--- src/hdl/lsap_div.sv ---
`timescale 1ns / 1ps
// Restoring divider: 33-bit numerator by 17-bit divisor, one quotient bit a cycle
module lsap_div (
    input  logic        aclk,
    input  logic        aresetn,
    input  logic        start,
    input  logic [32:0] num,
    input  logic [16:0] den,
    output logic        done,
    output logic [16:0] quot
);
    logic [32:0] q_reg;
    logic [16:0] rem_reg;
    logic [16:0] den_reg;
    logic [5:0]  cnt_reg;
    logic        busy_reg;
    logic [17:0] trial;
    logic [18:0] diff;

    assign trial = {rem_reg, q_reg[32]};
    assign diff  = {1'b0, trial} - {2'b0, den_reg};
    assign quot  = q_reg[16:0];

    // Shift in one numerator bit and subtract when it fits
    always_ff @(posedge aclk) begin
        done <= 1'b0;
        if (!aresetn) begin
            busy_reg <= 1'b0;
            cnt_reg  <= '0;
        end else if (start) begin
            q_reg    <= num;
            rem_reg  <= '0;
            den_reg  <= den;
            cnt_reg  <= 6'd33;
            busy_reg <= 1'b1;
        end else if (busy_reg) begin
            if (!diff[18]) begin
                rem_reg <= diff[16:0];
                q_reg   <= {q_reg[31:0], 1'b1};
            end else begin
                rem_reg <= trial[16:0];
                q_reg   <= {q_reg[31:0], 1'b0};
            end
            cnt_reg <= cnt_reg - 6'd1;
            if (cnt_reg == 6'd1) begin
                busy_reg <= 1'b0;
                done     <= 1'b1;
            end
        end
    end
endmodule

--- config.mk ---
export PLATFORM = sky130hd
export DESIGN_NAME = lsap_div
export DESIGN_NICKNAME = d
export VERILOG_FILES = /design/src/hdl/lsap_div.sv
export SDC_FILE = /design/constraint.sdc
export NUM_CORES = 1
export LEC_CHECK = 0
export ABC_AREA = 1
export BUFFER_PORTS_ARGS = -buffer_cell sky130_fd_sc_hd__buf_2
export CORE_UTILIZATION = 50
export DETAILED_ROUTE_END_ITERATION = 16
export PLACE_DENSITY = 0.83
export SYNTH_ARGS = -nofsm -noshare
export SYNTH_HDL_FRONTEND = slang
export SYNTH_SLANG_ARGS = --single-unit
--- constraint.sdc ---
create_clock -name aclk -period 3.61 [get_ports aclk]
set_input_delay 0.5415 -clock aclk [delete_from_list [all_inputs] [get_ports aclk]]
set_output_delay 0.5415 -clock aclk [all_outputs]
set_load 0.01 [all_outputs]
[Word level (Yosys, flattened, before mapping)]
Cells that the tools add are included.
Storage, ports and cells
  bits in registers: 75
  latch bits: 0
  memory bits (writable): 0
  ROM bits: 0
  bits of input ports: 53
  output and inout port bits: 18
  word-level logic and storage cells: 28
  memories kept: 0
Cells by class
  add/subtract/negate cells: 2
  $mul: 0
  div/mod/pow operators: 0
  $lt $le $gt $ge: 0
  eq/ne operators: 1
  shift-type cells: 0
  multiplexer cells: 11
  bitwise gates (word level): 2
  reduce and logical (&&, ||, !) cells: 5
Operators by type and width (count)
  33-bit 2-to-1 mux: 2
  17-bit 2-to-1 mux: 2
  18-bit by 17-bit subtractor with 19-bit output: 1
  6-bit 2-to-1 mux: 2
  6-bit by 1-bit == test with 1-bit output (second input constant): 1
  6-bit by 1-bit subtractor with 6-bit output (second input constant): 1
  1-bit 2-to-1 mux: 5
  2-bit AND reduction: 2
  3-bit OR reduction: 1
  1-bit NOT: 2
  2-bit nonzero test: 1
  2-bit OR reduction: 1

[Longest topological paths before layout]
Gate-level depths: netlist (run 1).
  depth in word-level cells: 4
  mapped depth: 14
  mapped depth without buffers: 14

[Worst setup path after synthesis (run 1)]
Ideal clock, no wire load.
  path type: input to register
  start: input port start
  end: register q_reg[0] (enable)
  setup time: 0.476 ns
  arrival: 3.416 ns
  required time: 3.134 ns
  path slack: -0.282 ns
  cell stages on the path: 3
  buffers on the path: 1
  cell sequence: clkbuf_1 inv_2 a21oi_1
Between the ends
  longest elaborated chain between the ends: 2
Ends and longest elaborated chain
  start, declared: RTL line 6  | input logic start,
  2-bit nonzero test (no line)
  2-bit AND reduction (no line)
  end signal, assigned: RTL line 31  | q_reg <= num;
  end signal, assigned: RTL line 39  | q_reg <= {q_reg[31:0], 1'b1};
  end signal, assigned: RTL line 42  | q_reg <= {q_reg[31:0], 1'b0};
  end, declared: RTL line 12  | logic [32:0] q_reg;
No other way between the ends.
A chain may end at the register's enable or synchronous reset.

[Final worst setup path (run 1)]
  start: register q_reg[32]
  end: register rem_reg[12] (data pin)
Between the ends
  longest elaborated chain between the ends: 3
Ends and longest elaborated chain
  18-bit by 17-bit subtractor with 19-bit output: RTL line 21  | assign diff = {1'b0, trial} - {2'b0, den_reg};
  17-bit 2-to-1 mux: RTL line 37  | if (!diff[18]) begin
  17-bit 2-to-1 mux: RTL line 36  | end else if (busy_reg) begin
  end signal, assigned: RTL line 38  | rem_reg <= diff[16:0];
  end signal, assigned: RTL line 41  | rem_reg <= trial[16:0];
  end, declared: RTL line 13  | logic [16:0] rem_reg;
No other way between the ends. The select of a mux whose other input is x is not followed.

==> results of run 1 <==
layer usage:
layer  vias to the layer above  wire [µm]
met5                         -          0
met4                         0         82
met3                         9        462
met1                      1568       4250
li1                       1817          -
met2                       111       4220
final cells by class:
type,count,area (µm²)
clock inverters,5,56.3
fillers,777,3680
inverters,83,312
clock buffers,11,131
flip-flops and latches,75,2170
multi-input cells,367,1820
well taps,108,135
repair buffers,72,365
cell usage after synthesis, drive strengths merged:
library cell | n | share of area
nand3 | 21 | 0.032
nor2 | 43 | 0.040
xor2 | 5 | 0.0098
and3 | 1 | 0.0014
or2 | 1 | 0.0014
nor3 | 5 | 0.0056
edfxtp | 67 | 0.45
nand4 | 4 | 0.0056
nand3b | 8 | 0.013
ha | 19 | 0.053
nor3b | 2 | 0.0034
o21ai | 2 | 0.0022
buf | 21 | 0.036
dfxtp | 8 | 0.036
inv | 83 | 0.070
nand2 | 237 | 0.21
a211oi | 1 | 0.0017
fa | 1 | 0.0045
xnor2 | 3 | 0.0059
and2 | 2 | 0.0028
a31oi | 1 | 0.0014
clkbuf | 6 | 0.0050
a21oi | 11 | 0.014
how the worst max path moves through the flow:
stage               cells after the start     endpoint  slack (ns)
finish                                 12  rem_reg[12]        1.31
global route                           12  rem_reg[12]        1.18
CTS                                    12  rem_reg[12]        1.32
detailed placement                      4     q_reg[6]        1.27
global placement                        4     q_reg[8]        1.33
floorplan                               3     q_reg[0]        0.86
report_power, final:
group / total [mW] / internal [mW] / switching, mW
combinational: 0.565 / 0.204 / 0.361
clock: 0.614 / 0.319 / 0.296
sequential: 1.07 / 1.03 / 0.0350
total: 2.25 / 1.56 / 0.692
through the flow:
stage | std cells | power, mW | instance area, µm²
final | 721 | 2.25 | 4990
after global routing | 721 | 2.39 | 4990
after CTS | 721 | 2.26 | 4990
after detailed placement | 705 | 1.65 | 4810
after global placement | 705 | 1.63 | 4810
after floorplan | 552 | 1.52 | 4480
cell families (layout without fill, tap and decap cells):
logic type / count (synthesis) / count (layout) / synth area share
adders and majority gates: 20 / 20 / 0.0576
buffers and inverters: 110 / 171 / 0.111
and+or+nand+nor: 324 / 324 / 0.312
xor gates and xnor gates: 8 / 8 / 0.0156
DFF: 75 / 75 / 0.485
AOI/OAI and AO/OA: 15 / 15 / 0.0193
==> results_dict.tcl, run 1 <==
set metrics [dict create \
    worstPathCellList "inv_1 > ha_1 > inv_1 > fa_1 > nand3_2 > nand3_2 > nand2_4 > nand2_4 > nand2_2 > nand2_1 > nand2_1 > inv_1" \
    seq_area_frac_synth 0.485 \
    hold_depth 1 \
    syn-num-nets 625 \
    finalHoldViolCount 0 \
    die_h_um 96.6 \
    worst_pin_slew_ns 0.772 \
    cp_slowest_cell "fa_1" \
    cts-buffers-inserted 9 \
    worstPathArrival_ns 2.39 \
    fin_util 0.575 \
    powerDensity_nw_per_um2 450 \
    globalRouteTotalUtil 0.208 \
    drt_wl_total_um 9020 \
    drt-pass1-iter-count 5 \
    gp_congestion 0.873 \
    use_met2 0.332 \
    dp_slack_ns 1.27 \
    die_w_um 96.6 \
    crit_type "reg2reg" \
    clock_latency_ns 0.34 \
    final_cell_mix "nand2_1 (228), inv_1 (74), buf_2 (70)" \
    drc 0 \
    crit_family "simple AND/OR/NAND/NOR gates" \
    synth_area_um2 4480 \
    wl_per_cell_um 12.5 \
    reg2reg_depth 12 \
    rsz0062_at_grt "false" \
    h-tree-depth 3 \
    row_count 34 \
    path_buf_inv 3 \
    dieArea_um2 9340 \
    top_usage_layer "met2" \
    largest_reg_flops 33 \
    grt_pass1_wl_um 15800 \
    cts_sinks 75 \
    status "complete, no violations" \
    finalCritPeriodShare 0.637 \
    antenna_cells 0 \
    finalCriticalPeriod_ns 2.30 \
    dr_total_vias 3505 \
    cts_resized 0 \
    r2r_start "q_reg[32]" \
    worstSetupStartpointType "flop" \
    slew_violations 0 \
    setup_slack_ns 1.31 \
    cts_setup_buffers 0 \
    worstHoldPathType "in2reg" \
    numPortBuffers 70 \
    holdBufCountCts 0 \
    initial_core_util 0.516 \
    area_growth_pct 11.5 \
    grt_max_degree 54 \
    r2r_slack_ns 1.31 \
    setup_viol 0 \
    ys_types 34 \
    peakVddDrop_mv 0.280 \
    drive_gt1_frac 0.197 \
    setup_tns_ns 0 \
    min_to "den_reg[7]" \
    synth_warnings 0 \
    cap_violations 0 \
    vias_per_cell 4.86 \
    ioPinCount 71 \
    path_common_cell "inv_1" \
    overflow 0 \
    reg2reg_to "rem_reg[12]" \
    grt_pass1_vias 3473 \
    cts_buffer_depth 2 \
    dr.first_iter.drc_count 197 \
    skew_ns 0.0129 \
    clock_tree.root_cell "clkbuf_8" \
    cts_tree "built" \
    relSlewSlack 0.484 \
    ys_ff_latch 75 \
    final_common_cell "nand2_1" \
    critPathMaxFanout 12 \
    core_um2 8680 \
    grtUsageMet3 0.0397 \
    drtAntennaViolNets 0 \
    grt_util_met1 0.288 \
    fmax_mhz 435 \
    dp_hpwl_um 6830 \
    finalNetCount 681 \
    hold_ws_ns 0.380 \
    antenna_found_initial 0 \
    worstHoldStart "den[7]" \
    cellLeakagePower_nw 2.58 \
    cp-end-kind "flop" \
    required_ns 3.70 \
    critPathMaxStageDelay_ns 0.44 \
    syn_avg_cell_area_um2 8.11 \
    clkTransAtPathRegs_ns 0.08 \
    synth_cells 552 \
    startpoint "q_reg[32]" \
]
(Power assumes the default switching activity.)
==> run 2, diff against run 1 <==
clock period = 1.8 ns   (was 3.61 ns; I/O delays follow)
==> run 2 against run 1 <==
Net effect:
- the run now ends with negative setup slack left
- worst setup slack got worse by 1.6 ns
- register-to-register slack got worse by 1.6 ns
- via count increased by 15%
- die area unchanged
- sequential share of layout area decreased by 6.3 points
- design area increased by 17%
- combinational power increased to 2.9 times the previous value
- clock skew increased by 0.0018 ns
- clock power increased by 110%
- non-clock buffer count increased by 65
- hold slack got worse by 0.30 ns
- largest power group unchanged
==> results_dict.tcl, run 2 (synthesis gave the netlist of run 1 again) <==
set metrics [dict create \
    finalHoldViolCount 0 \
    gp_congestion 0.891 \
    drc 0 \
    worstHoldPathType "in2reg" \
    final_common_cell "nand2_1" \
    grt_pass1_vias 3985 \
    finalCriticalPeriod_ns 2.04 \
    initial_core_util 0.516 \
    dp_slack_ns -0.225 \
    worst_pin_slew_ns 0.322 \
    wl_per_cell_um 14.1 \
    status "complete, but fails checks" \
    nFillCells 683 \
    peakVddDrop_mv 0.677 \
    vias_per_cell 5.15 \
    antenna_cells 0 \
    worstPathArrival_ns 2.16 \
    required_ns 1.91 \
    dp_hpwl_um 7540 \
    clock_latency_ns 0.36 \
    dieArea_um2 9340 \
    crit_type "reg2reg" \
    cts_sinks 75 \
    cap_violations 0 \
    antenna_found_initial 0 \
    final_cell_mix "nand2_1 (204), inv_1 (71), buf_2 (70)" \
    violations "negative setup slack" \
    drt-pass1-iter-count 5 \
    h-tree-depth 3 \
    cts-buffers-inserted 9 \
    finalCritPeriodShare 1.13 \
    grt_pass1_wl_um 18200 \
    cp-end-kind "flop" \
    fmax_mhz 490 \
    clkTransAtPathRegs_ns 0.09 \
    ioPinCount 71 \
    fin_util 0.673 \
    critPathMaxFanout 5 \
    clock_tree.root_cell "clkbuf_8" \
    core_um2 8680 \
    cts_tree "built" \
    drtAntennaViolNets 0 \
    largest_reg_flops 33 \
    area_growth_pct 30.4 \
    worstSetupStartpointType "flop" \
    rsz0062_at_grt "true" \
    dp.cells 760 \
    die_h_um 96.6 \
    cts_buffer_depth 2 \
    overflow 0 \
    hold_ws_ns 0.0811 \
    dr_total_vias 4047 \
    setup_slack_ns -0.242 \
    powerDensity_nw_per_um2 878 \
    holdBufCountCts 0 \
    total_power_mw 5.13 \
    skew_ns 0.0147 \
    setup_viol 18 \
    cellLeakagePower_nw 2.93 \
    finalNetCount 746 \
    grt_max_degree 44 \
    row_count 34 \
    slew_violations 0 \
    relSlewSlack 0.784 \
    drive_gt1_frac 0.351 \
    dr.first_iter.drc_count 250 \
    drt_wl_total_um 11100 \
    globalRouteTotalUtil 0.241 \
    numPortBuffers 70 \
    die_w_um 96.6 \
    final_cells 786 \
]
==> run 2: cell types whose count changed in the layout (fill, tap and decap cells not counted), sizes merged <==
cell,change
buf,+65
inv,+5
clkinv,-3
bufinv,-1
clkinvlp,-1
==> run 2: worst max-delay path, cell delays in order (launching register included) <==
cell and delay [ns]:
edfxtp_1 0.49, ha_4 0.35, nand2_4 0.08, nor2_4 0.16
nand3_4 0.12, nand3_4 0.12, nand2_4 0.09, nand2_8 0.11
buf_6 0.13, nand3_2 0.07, nand2_1 0.06, inv_1 0.04
==> run 2: repair_timing <==
item	4_1_cts	5_1_grt
endpoints found under the setup margin	18	18
pin swaps	17	19
resized for setup	40	19
setup buffers	6	4
==> run 2: area by class of cell <==
type | count | area [µm²] | area share
clock buffers | 11 | 153 | 0.0261
clock inverters | 5 | 38.8 | 0.00664
inverters | 83 | 319 | 0.0546
flip-flops and latches | 75 | 2170 | 0.372
well taps | 108 | 135 | 0.0231
repair buffers | 137 | 877 | 0.150
multi-input cells | 367 | 2150 | 0.367
==> run 2: stage by stage <==
stage	TNS [ns]	instance area [µm²]
final	-3.54	5840
after global routing	-4.45	5840
after CTS	-1.40	5750
after detailed placement	-2.74	5280
after global placement	-2.02	5280
after floorplan	-0.384	4540
==> run 2: metal layers <==
metal,global-route usage,vias to the layer above,wire length [µm]
met5,0,-,0
met4,0.0792,0,240
met3,0.0441,30,611
met2,0.413,164,5570
met1,0.308,1897,4650
li1,-,1956,-
==> run 2: worst paths after layout <==
| kind | start | end | slack (ns) | depth (start not counted) |
|---|---|---|---|---|
| max | rem_reg[8] | rem_reg[15] | -0.24 | 11 |
| min | den[12] | den_reg[12] | 0.08 | 1 |
| max reg2reg | rem_reg[8] | rem_reg[15] | -0.24 | 11 |
| min reg2reg | q_reg[18] | q_reg[19] | 0.53 | 2 |
==> run 2: power by group <==
part	internal [mW]	switching, mW
Combinational	0.753	0.910
Sequential	2.07	0.0823
Clock	0.603	0.704
==> run 3, diff against run 2 <==
ABC_AREA = unset   (was 1)
CELL_PAD_IN_SITES_DETAIL_PLACEMENT = 1   (was unset)
CELL_PAD_IN_SITES_GLOBAL_PLACEMENT = 1   (was unset)
CORE_UTILIZATION = 41   (was 50)
PLACE_DENSITY = 0.85   (was 0.83)
==> run 3 against run 2 <==
Net effect:
- the run still ends with negative setup slack left
- count of clock-buffer cells in the layout fell by 1
- cell count fell by 26%
- clock skew rose by 0.0075 ns
- clock power fell by 6%
- maximum frequency fell by 27%
- global-route usage fell by 2.7 points
- synthesized cell count fell by 42%
- non-clock buffer count rose by 1
- critical path type unchanged
- highest routed layer unchanged
==> results_dict.tcl, run 3 <==
set metrics [dict create \
    relSlewSlack 0.597 \
    r2r_slack_ns -1.00 \
    cellLeakagePower_nw 2.22 \
    top_usage_layer "met2" \
    reg2reg_depth 12 \
    finalHoldViolCount 0 \
    dp_hpwl_um 7470 \
    placed_area_um2 4830 \
    powerDensity_nw_per_um2 925 \
    ys_types 47 \
    path_common_cell "buf_6" \
    die_w_um 101 \
    antenna_cells 0 \
    numPortBuffers 70 \
    hold_ws_ns 0.0744 \
    reg2reg_to "rem_reg[0]" \
    worst_pin_slew_ns 0.595 \
    cap_violations 0 \
    drtAntennaViolNets 0 \
    synth_top_family_by_area "multiplexers" \
    overflow 0 \
    grt_max_degree 41 \
    ys_ff_latch 75 \
    grtUsageMet3 0.0614 \
    cts_sinks 75 \
    synth-compound-area-share 0.0943 \
    slew_violations 0 \
    drc 0 \
    synth_top_area_share 0.497 \
    clock_tree.root_cell "clkbuf_8" \
    worstPathArrival_ns 3.00 \
    row_count 35 \
    drt_wl_total_um 10500 \
    total_power_mw 4.81 \
    drt-pass1-iter-count 4 \
    setup_slack_ns -1.00 \
    nFillCells 996 \
    peakVddDrop_mv 0.460 \
    setup_viol 18 \
    status "complete, but fails checks" \
    dieArea_um2 10300 \
    yosys.area_share.xor_xnor 0.0390 \
    violations "negative setup slack" \
    regArea_um2 2170 \
    r2r_start "q_reg[32]" \
    worstHoldStart "den[14]" \
    vias_per_cell 5.08 \
    core_um2 9420 \
    yosys.area.top_type "edfxtp_1" \
    ioPinCount 71 \
    clkTransAtPathRegs_ns 0.10 \
    final_common_cell "buf_2" \
    finalNetCount 517 \
    grt_pass1_wl_um 16300 \
    h-tree-depth 3 \
    largest_reg_flops 33 \
    grt_pass1_vias 3255 \
    async_flop_share 0 \
    gp_congestion 0.806 \
    globalRouteTotalUtil 0.214 \
    worstPathCellList "inv_1 > ha_2 > inv_2 > fa_2 > a21o_1 > a221oi_4 > o311a_4 > a21boi_4 > a21o_4 > buf_6 > buf_6 > a211oi_4" \
    cts-buffers-inserted 9 \
    fmax_mhz 357 \
    synth_cells 322 \
    use_met2 0.377 \
    area_growth_pct 28.5 \
    yosys.cell_count.top_type "edfxtp_1" \
    antenna_found_initial 0 \
    dr_total_vias 2935 \
    cp-end-kind "flop" \
    final_cell_mix "buf_2 (71), edfxtp_1 (67), buf_4 (60)" \
    synth_fa_ha_area_frac 0.0637 \
    worstHoldPathType "in2reg" \
    synthMuxAreaShare 0.112 \
    multi_input_area_um2 1710 \
    syn_avg_cell_area_um2 12.6 \
    clock_latency_ns 0.36 \
    hold_depth 1 \
    rsz0062_at_grt "true" \
    critPathMaxFanout 5 \
    min_to "den_reg[14]" \
    dr.first_iter.drc_count 100 \
    syn-num-nets 395 \
    skew_ns 0.0222 \
    synthTopCellsByArea "edfxtp_1 (50%), mux2_2 (9.5%), ha_1 (5.9%)" \
    synth_area_um2 4050 \
    final_area_um2 5200 \
    synth-simple-area-share 0.0851 \
    critPathMaxStageDelay_ns 0.40 \
    cts_tree "built" \
    synth_edf_count 67 \
    drive_gt1_frac 0.483 \
    seq_area_frac_synth 0.537 \
    wl_per_cell_um 18.2 \
    required_ns 1.99 \
    finalCritPeriodShare 1.56 \
    synth_warnings 0 \
    cp_slowest_cell "edfxtp_1" \
    synth_common_cells "edfxtp_1 (67), mux2_2 (34), nor2_1 (26), inv_1 (21), ha_1 (19)" \
    die_h_um 101 \
    grt_util_met1 0.243 \
    initial_core_util 0.430 \
    worstSetupStartpointType "flop" \
    crit_type "reg2reg" \
    cts_buffer_depth 2 \
    synth-main-ff-cell "edfxtp_1" \
    finalCriticalPeriod_ns 2.80 \
]
[run 3: cell types whose count changed in the layout (fill, tap and decap cells not counted), moves of 9 or more]
cell,before,now
ha_1,6,18
mux2_2,0,34
xnor2_1,3,12
ha_4,13,0
nand2_2,27,0
inv_1,71,20
nand2_1,204,13
[run 3: cell type report]
type	instances	area share
Sequential cell	75	0.418
Multi-Input combinational cell	199	0.328
Timing Repair Buffer	138	0.174
Tap cell	129	0.0310
Clock buffer	10	0.0245
Inverter	21	0.0152
Clock inverter	6	0.00890
[run 3: metal layers]
layer,part of all wire,vias to the layer above
met5,0,-
met4,0.026,0
met3,0.047,23
met2,0.52,76
met1,0.41,1439
li1,-,1397
[run 3: how the worst max path moves through the flow]
stage	start	to	slack (ns)	cells after the start
2_1_floorplan	q_reg[32]	q_reg[0]	-0.89	12
3_3_place_gp	rem_reg[0]	rem_reg[15]	-0.93	8
3_5_place_dp	q_reg[32]	q_reg[0]	-1.10	11
4_1_cts	q_reg[32]	q_reg[0]	-0.99	11
5_1_grt	q_reg[32]	rem_reg[0]	-1.12	12
6_report	q_reg[32]	rem_reg[0]	-1.00	12
[run 3: power by group]
part / switching [mW] / internal [mW] / leakage, nW
registers: 0.0761 / 2.07 / 0.705
logic: 0.701 / 0.728 / 1.43
clock network: 0.714 / 0.517 / 0.0857
total: 1.49 / 3.32 / 2.22
[run 3: kinds of logic (layout without fill, tap and decap cells)]
group / count (synthesis) / in the layout
buffers and inverters: 48 / 175
adders and majority gates: 20 / 20
muxes: 41 / 41
and+or+nand+nor: 70 / 70
xor gates and xnor gates: 18 / 18
DFF: 75 / 75
AOI/OAI and AO/OA: 50 / 50
[run 3: what timing repair did]
item / CTS / global route
endpoints found under the setup margin: 18 / 18
resized for setup: 20 / 6
gates cloned: 1 / 0
pin swaps: 11 / 10
hold buffers: 0 / 0
buffers inserted: 4 / 5
[run 3: worst max-delay path, delay by kind of cell (launching register included)]
| kind | cells | cell delay, ns |
|---|---|---|
| adder cells (fa/ha/maj) | 2 | 0.53 |
| AO/OA/AOI/OAI | 6 | 1.35 |
| buffers and inverters | 4 | 0.35 |
| flip-flops | 1 | 0.40 |
[run 3: metrics by stage]
step,utilization,setup WS (ns),setup TNS [ns],std cells
2_1_floorplan,-,-0.894,-13.78,322
5_1_grt,0.552,-1.12,-19.13,578
3_5_place_dp,0.513,-1.10,-19.08,552
6_report,0.552,-1.00,-16.77,578
4_1_cts,0.545,-0.995,-17.17,573
3_3_place_gp,0.513,-0.934,-15.57,552
